===== src/hw/rtl/rrs_pkg.sv =====
// Shared constants for the response-ratio scheduler: slot count, field widths
// and the widths of the ratio cross-multiplication. No dependencies.
package rrs_pkg;

  localparam int unsigned SLOTS        = 16;
  localparam int unsigned SERVICE_BITS = 10;
  localparam int unsigned TICK_BITS    = 16;

  localparam int unsigned SLOT_W = (SLOTS > 1) ? $clog2(SLOTS) : 1;
  localparam int unsigned SUM_W  =
      ((TICK_BITS > SERVICE_BITS) ? TICK_BITS : SERVICE_BITS) + 1;
  localparam int unsigned PROD_W = SUM_W + SERVICE_BITS;

  localparam int unsigned IN_SERVICE_W = 10;
  localparam int unsigned OUT_TICK_W   = 16;
  localparam int unsigned OUT_SLOT_W   = 4;

  typedef logic [SLOT_W-1:0]       slot_idx_t;
  typedef logic [SERVICE_BITS-1:0] service_t;
  typedef logic [TICK_BITS-1:0]    tick_t;
  typedef logic [SUM_W-1:0]        ratio_sum_t;
  typedef logic [PROD_W-1:0]       ratio_prod_t;

endpackage


===== src/hw/rtl/response_ratio_scheduler.sv =====
// Non-preemptive highest-response-ratio-next scheduler, one tick per input beat.
// Depends on rrs_pkg for slot count, field widths and the multiplier widths.
//
// Each input beat is one scheduling tick: an arriving job is admitted into the
// lowest free slot, a running job with no time left is retired, and when the
// processor is free every slot is scanned with one shared multiplier to start
// the waiting job with the greatest (wait + service) / service, compared exactly
// by cross-multiplication, ties going to the earlier arrival. One result beat
// follows each input beat. A tick skips the slot scan when a job keeps running;
// when a selection is made, the scan reads the slot memory once per slot, takes
// the first waiting job as the best, and compares each later one against it by
// forming the candidate product and then the best product. A tick also waits
// while the previous result beat has not been taken. A new beat is taken while
// the previous result still waits.
module response_ratio_scheduler (
  input  logic                            clk_i,
  input  logic                            rst_ni,
  input  logic                            in_valid_i,
  output logic                            in_stall_o,
  input  logic                            arrive_i,
  input  logic [rrs_pkg::IN_SERVICE_W-1:0] service_time_i,
  output logic                            out_valid_o,
  input  logic                            out_stall_i,
  output logic [rrs_pkg::OUT_TICK_W-1:0]  tick_now_o,
  output logic [rrs_pkg::OUT_SLOT_W-1:0]  arrival_slot_o,
  output logic                            arrival_dropped_o,
  output logic                            running_valid_o,
  output logic [rrs_pkg::OUT_SLOT_W-1:0]  running_slot_o,
  output logic                            finished_valid_o,
  output logic [rrs_pkg::OUT_SLOT_W-1:0]  finished_slot_o
);
  import rrs_pkg::*;

  localparam logic [2:0] ST_IDLE   = 3'd0;
  localparam logic [2:0] ST_READ   = 3'd1;
  localparam logic [2:0] ST_MUL1   = 3'd2;
  localparam logic [2:0] ST_MUL2   = 3'd3;
  localparam logic [2:0] ST_COMMIT = 3'd4;
  localparam logic [2:0] ST_OUT    = 3'd5;

  localparam slot_idx_t LAST_SLOT = SLOT_W'(SLOTS - 1);

  logic [2:0] state_q, state_d;

  tick_t             tick_q, tick_d;
  logic [SLOTS-1:0]  busy_q, busy_d;
  logic              act_valid_q, act_valid_d;
  slot_idx_t         act_slot_q, act_slot_d;
  service_t          act_rem_q, act_rem_d;

  slot_idx_t         idx_q, idx_d;
  logic              have_best_q, have_best_d;
  slot_idx_t         best_q, best_d;
  tick_t             best_arr_q, best_arr_d;
  service_t          best_svc_q, best_svc_d;
  ratio_prod_t       lhs_q, lhs_d;

  slot_idx_t         arr_slot_q, arr_slot_d;
  logic              dropped_q, dropped_d;
  logic              fin_valid_q, fin_valid_d;
  slot_idx_t         fin_slot_q, fin_slot_d;

  logic                  out_valid_q, out_valid_d;
  logic [OUT_TICK_W-1:0] out_tick_q, out_tick_d;
  logic [OUT_SLOT_W-1:0] out_arr_slot_q, out_arr_slot_d;
  logic                  out_dropped_q, out_dropped_d;
  logic                  out_run_valid_q, out_run_valid_d;
  logic [OUT_SLOT_W-1:0] out_run_slot_q, out_run_slot_d;
  logic                  out_fin_valid_q, out_fin_valid_d;
  logic [OUT_SLOT_W-1:0] out_fin_slot_q, out_fin_slot_d;

  tick_t     slot_arr_mem [SLOTS];
  service_t  slot_svc_mem [SLOTS];
  tick_t     rd_arr_q;
  service_t  rd_svc_q;

  logic        accept;
  logic        have_free;
  slot_idx_t   free_idx;
  service_t    svc_in;
  logic        mem_we;
  logic        retire;
  logic        last_slot;
  logic        out_free;

  ratio_sum_t  mul_a;
  service_t    mul_b;
  ratio_prod_t prod;
  logic        cand_wins;

  assign in_stall_o = (state_q != ST_IDLE);
  assign accept     = in_valid_i && !in_stall_o;
  assign out_free   = !out_valid_q || !out_stall_i;
  assign last_slot  = (idx_q == LAST_SLOT);
  assign retire     = act_valid_q && (act_rem_q == '0);

  always_comb begin
    have_free = 1'b0;
    free_idx  = '0;
    for (int i = SLOTS - 1; i >= 0; i--) begin
      if (!busy_q[i]) begin
        have_free = 1'b1;
        free_idx  = SLOT_W'(i);
      end
    end
  end

  assign svc_in = (service_time_i == '0) ? SERVICE_BITS'(1) : SERVICE_BITS'(service_time_i);
  assign mem_we = accept && arrive_i && have_free;

  // The single multiplier forms the candidate product first, then the best product.
  always_comb begin
    if (state_q == ST_MUL1) begin
      mul_a = SUM_W'(tick_q - rd_arr_q) + SUM_W'(rd_svc_q);
      mul_b = best_svc_q;
    end else begin
      mul_a = SUM_W'(tick_q - best_arr_q) + SUM_W'(best_svc_q);
      mul_b = rd_svc_q;
    end
  end

  assign prod      = PROD_W'(mul_a) * PROD_W'(mul_b);
  assign cand_wins = (lhs_q > prod) || ((lhs_q == prod) && (rd_arr_q < best_arr_q));

  always_comb begin
    state_d         = state_q;
    tick_d          = tick_q;
    busy_d          = busy_q;
    act_valid_d     = act_valid_q;
    act_slot_d      = act_slot_q;
    act_rem_d       = act_rem_q;
    idx_d           = idx_q;
    have_best_d     = have_best_q;
    best_d          = best_q;
    best_arr_d      = best_arr_q;
    best_svc_d      = best_svc_q;
    lhs_d           = lhs_q;
    arr_slot_d      = arr_slot_q;
    dropped_d       = dropped_q;
    fin_valid_d     = fin_valid_q;
    fin_slot_d      = fin_slot_q;
    out_valid_d     = out_valid_q && out_stall_i;
    out_tick_d      = out_tick_q;
    out_arr_slot_d  = out_arr_slot_q;
    out_dropped_d   = out_dropped_q;
    out_run_valid_d = out_run_valid_q;
    out_run_slot_d  = out_run_slot_q;
    out_fin_valid_d = out_fin_valid_q;
    out_fin_slot_d  = out_fin_slot_q;

    unique case (state_q)
      ST_IDLE: begin
        if (accept) begin
          arr_slot_d  = mem_we ? free_idx : '0;
          dropped_d   = arrive_i && !have_free;
          fin_valid_d = retire;
          fin_slot_d  = retire ? act_slot_q : '0;
          if (mem_we) begin
            busy_d[free_idx] = 1'b1;
          end
          if (retire) begin
            busy_d[act_slot_q] = 1'b0;
            act_valid_d        = 1'b0;
          end
          have_best_d = 1'b0;
          idx_d       = '0;
          if (retire || !act_valid_q) begin
            state_d = ST_READ;
          end else begin
            state_d = ST_COMMIT;
          end
        end
      end
      ST_READ: begin
        if (busy_q[idx_q]) begin
          state_d = ST_MUL1;
        end else if (last_slot) begin
          state_d = ST_COMMIT;
        end else begin
          idx_d = idx_q + SLOT_W'(1);
        end
      end
      ST_MUL1: begin
        if (!have_best_q) begin
          have_best_d = 1'b1;
          best_d      = idx_q;
          best_arr_d  = rd_arr_q;
          best_svc_d  = rd_svc_q;
          if (last_slot) begin
            state_d = ST_COMMIT;
          end else begin
            idx_d   = idx_q + SLOT_W'(1);
            state_d = ST_READ;
          end
        end else begin
          lhs_d   = prod;
          state_d = ST_MUL2;
        end
      end
      ST_MUL2: begin
        if (cand_wins) begin
          best_d     = idx_q;
          best_arr_d = rd_arr_q;
          best_svc_d = rd_svc_q;
        end
        if (last_slot) begin
          state_d = ST_COMMIT;
        end else begin
          idx_d   = idx_q + SLOT_W'(1);
          state_d = ST_READ;
        end
      end
      ST_COMMIT: begin
        if (have_best_q) begin
          act_valid_d = 1'b1;
          act_slot_d  = best_q;
          act_rem_d   = best_svc_q;
        end
        have_best_d = 1'b0;
        state_d     = ST_OUT;
      end
      ST_OUT: begin
        if (out_free) begin
          out_valid_d     = 1'b1;
          out_tick_d      = OUT_TICK_W'(tick_q);
          out_arr_slot_d  = OUT_SLOT_W'(arr_slot_q);
          out_dropped_d   = dropped_q;
          out_run_valid_d = act_valid_q;
          out_run_slot_d  = act_valid_q ? OUT_SLOT_W'(act_slot_q) : '0;
          out_fin_valid_d = fin_valid_q;
          out_fin_slot_d  = OUT_SLOT_W'(fin_slot_q);
          if (act_valid_q && (act_rem_q != '0)) begin
            act_rem_d = act_rem_q - SERVICE_BITS'(1);
          end
          if (tick_q != '1) begin
            tick_d = tick_q + TICK_BITS'(1);
          end
          state_d = ST_IDLE;
        end
      end
      default: begin
        state_d = ST_IDLE;
      end
    endcase
  end

  always_ff @(posedge clk_i or negedge rst_ni) begin
    if (!rst_ni) begin
      state_q     <= ST_IDLE;
      tick_q      <= '0;
      busy_q      <= '0;
      act_valid_q <= 1'b0;
      act_slot_q  <= '0;
      act_rem_q   <= '0;
      have_best_q <= 1'b0;
      out_valid_q <= 1'b0;
    end else begin
      state_q     <= state_d;
      tick_q      <= tick_d;
      busy_q      <= busy_d;
      act_valid_q <= act_valid_d;
      act_slot_q  <= act_slot_d;
      act_rem_q   <= act_rem_d;
      have_best_q <= have_best_d;
      out_valid_q <= out_valid_d;
    end
  end

  always_ff @(posedge clk_i) begin
    idx_q           <= idx_d;
    best_q          <= best_d;
    best_arr_q      <= best_arr_d;
    best_svc_q      <= best_svc_d;
    lhs_q           <= lhs_d;
    arr_slot_q      <= arr_slot_d;
    dropped_q       <= dropped_d;
    fin_valid_q     <= fin_valid_d;
    fin_slot_q      <= fin_slot_d;
    out_tick_q      <= out_tick_d;
    out_arr_slot_q  <= out_arr_slot_d;
    out_dropped_q   <= out_dropped_d;
    out_run_valid_q <= out_run_valid_d;
    out_run_slot_q  <= out_run_slot_d;
    out_fin_valid_q <= out_fin_valid_d;
    out_fin_slot_q  <= out_fin_slot_d;
  end

  always_ff @(posedge clk_i) begin
    if (mem_we) begin
      slot_arr_mem[free_idx] <= tick_q;
      slot_svc_mem[free_idx] <= svc_in;
    end
    rd_arr_q <= slot_arr_mem[idx_q];
    rd_svc_q <= slot_svc_mem[idx_q];
  end

  assign out_valid_o       = out_valid_q;
  assign tick_now_o        = out_tick_q;
  assign arrival_slot_o    = out_arr_slot_q;
  assign arrival_dropped_o = out_dropped_q;
  assign running_valid_o   = out_run_valid_q;
  assign running_slot_o    = out_run_slot_q;
  assign finished_valid_o  = out_fin_valid_q;
  assign finished_slot_o   = out_fin_slot_q;

  // The running job always holds its slot.
  a_active_slot_busy: assert property (@(posedge clk_i) disable iff (!rst_ni)
    act_valid_q |-> busy_q[act_slot_q])
    else $error("running job does not hold a busy slot");

  // The best candidate of a scan is always a waiting job.
  a_best_is_busy: assert property (@(posedge clk_i) disable iff (!rst_ni)
    have_best_q |-> busy_q[best_q])
    else $error("selected candidate slot is not busy");

  // An accepted beat always starts the tick sequence.
  a_accept_leaves_idle: assert property (@(posedge clk_i) disable iff (!rst_ni)
    accept |=> (state_q == ST_READ || state_q == ST_COMMIT))
    else $error("accepted beat did not start a tick");

  // The tick counter never moves backward.
  a_tick_monotonic: assert property (@(posedge clk_i) disable iff (!rst_ni)
    tick_q >= $past(tick_q))
    else $error("tick counter decreased");

endmodule

===== config.mk =====
export PLATFORM = sky130hd
export DESIGN_NAME = response_ratio_scheduler
export DESIGN_NICKNAME = d
export VERILOG_FILES = /design/src/hw/rtl/rrs_pkg.sv /design/src/hw/rtl/response_ratio_scheduler.sv
export SDC_FILE = /design/constraint.sdc
export NUM_CORES = 1
export LEC_CHECK = 0
export BUFFER_PORTS_ARGS = -buffer_cell sky130_fd_sc_hd__buf_2
export CORE_MARGIN = 10
export CORE_UTILIZATION = 53
export DETAILED_ROUTE_END_ITERATION = 16
export PLACE_DENSITY = 0.83
export SYNTH_ARGS = -nofsm -noshare
export SYNTH_HDL_FRONTEND = slang
export SYNTH_SLANG_ARGS = --single-unit

===== constraint.sdc =====
create_clock -name clk_i -period 10.9 [get_ports clk_i]
set_input_delay 0 -clock clk_i [delete_from_list [all_inputs] [get_ports clk_i]]
set_output_delay 0 -clock clk_i [all_outputs]
set_load 0.005 [all_outputs]

### Yosys cells after proc, flatten, opt, wreduce, memory -nomap -nowiden

Memory sizes are Yosys's and may differ from the RTL's. A register that Yosys moved wholly into a read port is not among the register bits.
Cells that the tools add are included.

* logic and storage cells: 181
* register bits after elaboration: 154
* bits of input ports: 15
* memory bits (writable): 416
* memories: 2

* bitwise gates (word level): 3
* $mul: 1
* $add $sub $neg: 7
* magnitude comparators: 7
* multiplexer cells: 81
* equal/unequal tests: 17
* reduce and logical (&&, ||, !) cells: 39

Memory list
* slot_arr_mem: depth 16, bits a word 16, rd ports 1, clocked after Yosys merged registers in 1, wr ports 1, line response_ratio_scheduler.sv:72 `tick_t slot_arr_mem [SLOTS];`
* slot_svc_mem: depth 16, bits a word 10, rd ports 1, clocked after Yosys merged registers in 1, wr ports 1, line response_ratio_scheduler.sv:73 `service_t slot_svc_mem [SLOTS];`

Operators by type and width (number)
* $mux W16: 6
* $mux W4: 22
* $mux W10: 7
* $pmux W10 S2: 2
* $add A17 B10 Y17: 2
* $sub A16 B16 Y17: 2
* $pmux W16 S2: 1
* $eq A27 B27 Y1: 1
* $gt A27 B27 Y1: 1
* $mul A17 B10 Y27: 1
* $mux W1: 27
* $mux W3: 7
* $logic_not A10 Y1: 2
* $pmux W3 S6: 1
* $mux W17: 1
* $add A16 B1 Y16 const B: 1
* $and A16 B16 Y16: 1
* $lt A16 B16 Y1: 1
* $ne A16 B16 Y1 const B: 1
* $ne A2 B2 Y1 const B: 8
* $not A16 Y16: 1
* $or A16 B16 Y16: 1
* $pmux W4 S4: 1
* $lt A4 B5 Y1 const B: 3
* 24 further kinds: 54

### Depth between registers and ports, before layout

Gate-level depths: netlist of run 1.

* depth after elaboration: 26
* depth in mapped cells: 42
* gate-level depth less buffers: 42

### Least setup slack after synthesis of run 1

Ideal clock, no wire load.

* path kind: reg-to-reg
* start: register tick_q[3]
* end: register best_arr_q[0], enable pin
* path slack: 46 ps
* cell stages (with the launch flop): 39
* library setup time: 435 ps
* data arrival time: 10418 ps
* data required time: 10465 ps
* period minus slack after synthesis: 10854 ps
* cell sequence: dfrtp_1 -> inv_1 -> fa_1 -> inv_1 -> ha_1 -> o21ai_0 -> a21oi_1 -> o2111ai_2 -> a21boi_2 -> o31a_4 -> o2111a_1 -> or3_4 -> o21ai_1 -> fa_1 -> inv_1 -> fa_1 -> fa_1 -> fa_1 -> [... 3 more ...] -> ha_1 -> buf_2 -> a21o_1 -> a21o_1 -> a21oi_1 -> nand2_1 -> o211a_1 -> a211o_1 -> a21o_1 -> xnor2_1 -> ha_1 -> nand4_1 -> nor3_1 -> nand3_1 -> and3b_1 -> a21oi_1 -> nand2_1 -> a31oi_1

* cells in the longest elaborated chain, start to end: 9

Ends and longest elaborated chain
* start: declaration: line response_ratio_scheduler.sv:45 `tick_t tick_q, tick_d;`
* start signal: assignment: line response_ratio_scheduler.sv:259 `tick_q <= tick_d;`
* $sub A16 B16 Y17 (on tied branches): line response_ratio_scheduler.sv:117, response_ratio_scheduler.sv:114
* $add A17 B10 Y17 (on tied branches): line response_ratio_scheduler.sv:117, response_ratio_scheduler.sv:114
* $mux W17 *: line response_ratio_scheduler.sv:113 `if (state_q == ST_MUL1) begin`
* $mul A17 B10 Y27 *: line response_ratio_scheduler.sv:122 `assign prod = PROD_W'(mul_a) * PROD_W'(mul_b);`
* parallel branches: the longest is 2 deep, another holds $gt A27 B27 Y1
* $logic_or A1 B1 Y1 *: line response_ratio_scheduler.sv:123 `assign cand_wins = (lhs_q > prod) || ((lhs_q == prod) && (rd_arr_q < best_arr_q));`
* $ne A2 B2 Y1 (no line) *
* $reduce_and A3 Y1 (no line) *
* end signal: assignment: line response_ratio_scheduler.sv:272 `best_arr_q <= best_arr_d;`
* end: declaration: line response_ratio_scheduler.sv:54 `tick_t best_arr_q, best_arr_d;`

Mark *: on every way between the ends.
A chain may end at the register's enable or synchronous reset.

### Final worst setup path of run 1

* start: register tick_q[1]
* end: register best_arr_q[14], enable pin

Same word-level chain as after synthesis.

==> results of run 1 <==
## kinds of logic (layout without fill, tap and decap cells)
family	after synthesis	after routing	share of synthesized area (%)
compound gates	312	313	6.72
fa+ha+maj	290	290	14.8
buf+inv	338	493	4.13
simple gates	463	463	7.16
mux	156	156	10.3
xor+xnor	62	62	1.72
flops	596	596	55.2
## repair_timing
item / 4_1_cts / 5_1_grt
resized for setup: 4 / 7
hold buffers: 14 / 0
hold endpoints to repair: 226 / 0
setup endpoints to repair: 30 / 30
pin swaps: 1 / 3
setup buffers: 0 / 2
gates cloned: 1 / 0
## layer usage
layer	global-route usage [%]	up-vias	part of all wire (%)
met5	0	-	0
met4	8.54	0	3.7
met3	2.94	176	7.2
met2	39.1	1022	53
met1	26.9	9743	36
li1	-	8334	-
## cell usage after synthesis, types with 8 or more instances
| master | count | area share, % |
|---|---|---|
| sky130_fd_sc_hd__o21ai_1 | 10 | 0.16 |
| sky130_fd_sc_hd__edfxtp_1 | 518 | 49 |
| sky130_fd_sc_hd__a21o_1 | 21 | 0.50 |
| sky130_fd_sc_hd__buf_2 | 8 | 0.13 |
| sky130_fd_sc_hd__nor2_1 | 154 | 1.8 |
| sky130_fd_sc_hd__mux2_2 | 8 | 0.29 |
| sky130_fd_sc_hd__nor2b_1 | 14 | 0.28 |
| sky130_fd_sc_hd__a211oi_1 | 11 | 0.26 |
| sky130_fd_sc_hd__dfxtp_1 | 26 | 1.7 |
| sky130_fd_sc_hd__dfrtp_1 | 52 | 4.1 |
| sky130_fd_sc_hd__a21oi_1 | 75 | 1.2 |
| sky130_fd_sc_hd__mux2i_1 | 14 | 0.44 |
| sky130_fd_sc_hd__nand3_1 | 25 | 0.40 |
| sky130_fd_sc_hd__nand2_1 | 95 | 1.1 |
| sky130_fd_sc_hd__mux4_2 | 134 | 9.6 |
| sky130_fd_sc_hd__inv_1 | 264 | 3.1 |
| sky130_fd_sc_hd__o21a_1 | 20 | 0.48 |
| sky130_fd_sc_hd__xor2_1 | 21 | 0.58 |
| sky130_fd_sc_hd__xnor2_1 | 41 | 1.1 |
| sky130_fd_sc_hd__buf_1 | 10 | 0.12 |
| sky130_fd_sc_hd__o211ai_1 | 8 | 0.19 |
| sky130_fd_sc_hd__ha_1 | 152 | 6.0 |
| sky130_fd_sc_hd__or3_1 | 13 | 0.26 |
| sky130_fd_sc_hd__and2_1 | 13 | 0.26 |
| sky130_fd_sc_hd__nor3_1 | 35 | 0.56 |
| sky130_fd_sc_hd__and3_1 | 16 | 0.32 |
| sky130_fd_sc_hd__nand2b_1 | 46 | 0.91 |
| sky130_fd_sc_hd__fa_1 | 138 | 8.8 |
| sky130_fd_sc_hd__nand4_1 | 15 | 0.30 |
| sky130_fd_sc_hd__clkbuf_1 | 51 | 0.61 |
| sky130_fd_sc_hd__o21ai_0 | 69 | 1.1 |
| sky130_fd_sc_hd__a31oi_1 | 16 | 0.32 |
## worst register-to-register path, delay by kind of cell, from the launching register on
kind,cells,cell delay (ns)
fa+ha+maj,9,4.17
compound gates,16,4.09
simple gates,6,0.82
buf+inv,6,0.51
flops,1,0.36
xor+xnor,1,0.13
## how the worst max path moves through the flow
stage               startpoint        endpoint  slack [ns]
floorplan            tick_q[3]   best_arr_q[0]        0.05
global placement     tick_q[2]  best_arr_q[15]        0.11
detailed placement   tick_q[9]  best_arr_q[15]       -0.16
CTS                  tick_q[9]   best_arr_q[4]        0.08
global route         tick_q[2]   best_arr_q[4]        0.02
finish               tick_q[1]  best_arr_q[14]        0.54
## stage by stage
stage	util, %	cells	hold WS [ns]	setup TNS [ns]	worst slack, ns
6_report	59.5	3146	0.0254	0	0.537
3_3_place_gp	55.9	3019	0.160	0	0.112
5_1_grt	59.5	3146	0.0950	0	0.0243
2_1_floorplan	-	2217	-0.296	0	0.0463
4_1_cts	59.4	3144	0.0436	0	0.0830
3_5_place_dp	55.9	3019	0.177	-4.72	-0.162
## registers in the layout (all words and copies together), names as in the netlist, 10 cells and up
register and count:
rd_svc_q 10, slot_svc_mem 160, busy_q 16, tick_q 16, tick_now_o 16, best_svc_q 10
act_rem_q 10, rd_arr_q 16, lhs_q 27, slot_arr_mem 256, best_arr_q 16
## cell type report
| type | count | share of cell area [%] |
|---|---|---|
| Clock inverter | 30 | 0.949 |
| Clock buffer | 80 | 4.52 |
| Timing Repair Buffer | 118 | 2.40 |
| Tap cell | 773 | 2.76 |
| Inverter | 265 | 2.84 |
| Multi-Input combinational cell | 1284 | 37.0 |
| Sequential cell | 596 | 49.6 |
==> results_dict.tcl, run 1 <==
set metrics [dict create \
    postPlaceCellArea_mm2 0.0329 \
    route.detailed.wl_per_inst_um 24.6 \
    ant_diodes 0 \
    drc 0 \
    dp_hpwl_um 49300 \
    crit_arrival_ns 10.72 \
    initial_antenna_violation_count 1 \
    slowest_stage "sky130_fd_sc_hd__fa_1" \
    rsz0062_at_grt "false" \
    dr.pass1.iters 5 \
    fillCellCount 4240 \
    synth.avg_cell_area_um2 14.2 \
    maxCapViolCount 0 \
    result_of_the_run "finished clean" \
    drt-total-wl_um 77300 \
    critical_path.top_delay_family "adder cells" \
    dieHeight_um 264 \
    crit_cells 38 \
    fin_hold_viols 0 \
    timing.critical_path.mode_cell "sky130_fd_sc_hd__fa_1" \
    port_buffers 47 \
    grt_pass1_wl_um 120000 \
    globalRouteOverflowTotal 0 \
    slew-limit-headroom_pct 19.6 \
    h-tree-depth 2 \
    capture_instance_of_the_worst_register_to_register_path "best_arr_q[14]" \
    gr-usage-all-layers_pct 22.0 \
    cts.reportedPaths.clkPinSlew_ns 0.06 \
    yosys.cell_types.count 88 \
    area_of_combinational_cells_with_multiple_inputs_mm2 0.0130 \
    timing.critical_path.to_type "flip-flop" \
    floorplan.initialDensity_pct 53.5 \
    crit_type "flip-flop to flip-flop" \
    place_congestion 0.906 \
    synthesis.instances 2217 \
    crit_path_start_kind "flip-flop" \
    rr_startpoint "tick_q[1]" \
    die_area_mm2 0.0696 \
    final.period_utilization_pct 95.1 \
    cts-buffers-inserted 58 \
    chipWidth_um 264 \
    highest_count_cells_in_the_layout_ignoring_fill_and_taps "518 x sky130_fd_sc_hd__edfxtp_1, 264 x sky130_fd_sc_hd__inv_1, 152 x sky130_fd_sc_hd__ha_1, 145 x sky130_fd_sc_hd__nor2_1, 138 x sky130_fd_sc_hd__fa_1" \
    core_area_mm2 0.0589 \
    worstHoldPathType "primary input to async pin" \
    via_per_inst 6.13 \
    dr_total_vias 19275 \
    worst_clock_skew_ns 0.0388 \
    timing.reg2reg.setup_slack_ns 0.54 \
    maximum_number_of_pins_on_one_net_before_global_route_repair 114 \
    finalNetCount 2628 \
    max_slew_vio_count 0 \
    num_rows 89 \
    fmax_mhz 96.5 \
    synth_top_flop_cell "sky130_fd_sc_hd__edfxtp_1" \
    yosys_warnings 0 \
    critPathMaxStageDelay_ns 0.61 \
    post_route_cells_drive_above_1_share_pct 16.3 \
    critPathMaxFanout 15 \
    io_pins 48 \
    ys_seq_area_share_pct 55.2 \
    postRouteAntennaNets 0 \
    tritoncts "built" \
    async_reset_ff_share_pct 8.72 \
    clock_sink_count 596 \
    cts_max_path_buffers 3 \
    clock_latency_at_the_later_pin_of_the_worst_skew_pair_ns 0.64 \
    grt_pass1_vias 20264 \
    setup_viol_count_final 0 \
    synth-seq-cells 596 \
    post-route-cell-area_mm2 0.0351 \
    min_period_ns 10.36 \
    detail_route.iter0.violations 1974 \
    netlist_area_mm2 0.0315 \
    register_area_mm2 0.0174 \
    synth_fp_nets 2522 \
    worst-slew-pin-transition_ns 1.20 \
    crit_required_ns 11.26 \
    library_cell_used_as_clock_root_buffer "sky130_fd_sc_hd__clkbuf_16" \
    syn_to_layout_area_delta_pct 11.3 \
    buffers_inverters_on_critical_path 6 \
    synth_edf_count 518 \
    ff2ff_path_depth 38 \
    mostFrequentLayoutCell "sky130_fd_sc_hd__edfxtp_1" \
]
Power of run 1 is not shown: default switching activity piles up to over one toggle a cycle in this logic, so the estimate is an artifact.
==> run 2, diff against run 1 <==
- CAP_MARGIN: not set -> 15
- PLACE_DENSITY: 0.83 -> 0.8
- clock period: 10.9 -> 10.6 ns (I/O delays scaled with it)
==> results_dict.tcl, run 2 (synthesized netlist as in run 1, its figures left out) <==
set metrics [dict create \
    final.period_utilization_pct 95.2 \
    clock_sink_count 596 \
    syn_to_layout_area_delta_pct 11.3 \
    crit_arrival_ns 10.45 \
    finalNetCount 2622 \
    max_slew_vio_count 0 \
    buffers_inverters_on_critical_path 6 \
    highest_count_cells_in_the_layout_ignoring_fill_and_taps "518 x sky130_fd_sc_hd__edfxtp_1, 264 x sky130_fd_sc_hd__inv_1, 152 x sky130_fd_sc_hd__ha_1, 145 x sky130_fd_sc_hd__nor2_1, 138 x sky130_fd_sc_hd__fa_1" \
    cts-buffers-inserted 59 \
    biggestRegsByFlops "slot_arr_mem (256), slot_svc_mem (160), lhs_q (27)" \
    placement.setup.worst_slack_ns 0.259 \
    drc 0 \
    io_pins 48 \
    cts.reportedPaths.clkPinSlew_ns 0.07 \
    dr.pass1.iters 5 \
    largest-register "slot_arr_mem" \
    drt-total-wl_um 77300 \
    grt_pass1_vias 19920 \
    dieHeight_um 264 \
    maxCapViolCount 0 \
    core_area_mm2 0.0589 \
    worst_clock_skew_ns 0.0228 \
    die_area_mm2 0.0696 \
    route.detailed.wl_per_inst_um 24.6 \
    maximum_number_of_pins_on_one_net_before_global_route_repair 113 \
    setup_viol_count_final 0 \
    dp_hpwl_um 48200 \
    cts_setup_buffers 0 \
    largest_reg_flops 256 \
    slew-limit-headroom_pct 21.5 \
    slowest_stage "sky130_fd_sc_hd__fa_1" \
    postRouteAntennaNets 0 \
    critical_path.top_delay_family "adder cells" \
    grt_pass1_wl_um 119000 \
    mostFrequentLayoutCell "sky130_fd_sc_hd__edfxtp_1" \
    globalRouteOverflowTotal 0 \
    num_rows 89 \
    tritoncts "built" \
    timing.critical_path.to_type "flip-flop" \
    clock_latency_at_the_later_pin_of_the_worst_skew_pair_ns 0.63 \
    worst-slew-pin-transition_ns 1.17 \
    min_period_ns 10.09 \
    worstHoldPathType "primary input to async pin" \
    post_route_cells_drive_above_1_share_pct 16.4 \
    timing.critical_path.mode_cell "sky130_fd_sc_hd__fa_1" \
    gr-usage-all-layers_pct 22.0 \
    detail_route.iter0.violations 2019 \
    finalWorstSetupSlack_ns 0.513 \
    crit_type "flip-flop to flip-flop" \
    h-tree-depth 2 \
    library_cell_used_as_clock_root_buffer "sky130_fd_sc_hd__clkbuf_16" \
    ant_diodes 0 \
    port_buffers 47 \
    crit_path_start_kind "flip-flop" \
    dr_total_vias 19192 \
    via_per_inst 6.11 \
    cts_max_path_buffers 3 \
    chipWidth_um 264 \
    fin_hold_viols 0 \
    critPathMaxFanout 15 \
    result_of_the_run "finished clean" \
    place_congestion 0.872 \
    crit_required_ns 10.96 \
    initial_antenna_violation_count 0 \
    critPathMaxStageDelay_ns 0.54 \
    fmax_mhz 99.1 \
    floorplan.initialDensity_pct 53.5 \
]
## run 2: cell types whose count changed in the layout (fill, tap and decap cells not counted), moves of 5 or more
cell	previous run	this run
sky130_fd_sc_hd__buf_4	54	47
sky130_fd_sc_hd__clkbuf_16	58	63
sky130_fd_sc_hd__clkinv_1	12	6
sky130_fd_sc_hd__nor2_2	9	3
sky130_fd_sc_hd__nor2_4	2	8
## run 2: path summary, 6_finish.rpt
path,from,endpoint,slack (ns),cells after the start
max in group asynchronous,rst_ni,tick_q[8],9.99,3
max,rd_svc_q[6],best_arr_q[15],0.51,37
min in group clk_i,out_stall_i,out_valid_o,0.28,4
min,rst_ni,busy_q[6],0.05,3
max reg2reg,rd_svc_q[6],best_arr_q[15],0.51,37
min reg2reg,arr_slot_q[2],arrival_slot_o[2],0.42,0
## run 2: per-layer routing
layer | global-route usage (%) | wire, µm | vias to the layer above
li1 | - | - | 8317
met1 | 26.9 | 28800 | 9828
met2 | 39.8 | 41300 | 911
met3 | 2.98 | 4980 | 136
met4 | 7.07 | 2120 | 0
met5 | 0 | 0 | -
## run 2: worst reg2reg max path, delay by kind of cell, from the launching register on
family / cells / cell delay, ns
adder cells (fa/ha/maj): 9 / 4.11
XOR/XNOR: 2 / 0.30
AND/OR/NAND/NOR: 5 / 0.80
AO/OA/AOI/OAI: 15 / 3.60
buffers and inverters: 6 / 0.49
flip-flops: 1 / 0.49
## run 2: timing repair
| action | 4_1_cts | 5_1_grt |
|---|---|---|
| endpoints found under the hold margin | 229 | 0 |
| hold buffers | 14 | 0 |
| setup endpoints to repair | 0 | 30 |
| resized for setup | 0 | 15 |
## run 2: cell type report
class | count | area (µm²)
fill | 4268 | 23800
multi-input combinational | 1283 | 13000
clock buffer | 85 | 1660
tap | 773 | 967
sequential | 596 | 17400
clock inverter | 26 | 259
inverter | 265 | 995
timing repair buffer | 112 | 805
## run 2: stage by stage
stage | TNS (ns) | cell area (µm²) | cells | utilization (%) | hold WS [ns]
2_1_floorplan | 0 | 31500 | 2217 | - | -0.296
3_3_place_gp | 0 | 32900 | 3013 | 55.9 | 0.174
3_5_place_dp | 0 | 32900 | 3013 | 55.9 | 0.191
4_1_cts | 0 | 35000 | 3138 | 59.4 | 0.0578
5_1_grt | -0.494 | 35100 | 3140 | 59.5 | 0.136
6_report | 0 | 35100 | 3140 | 59.5 | 0.0463
Power of run 2 is left out for the same reason.
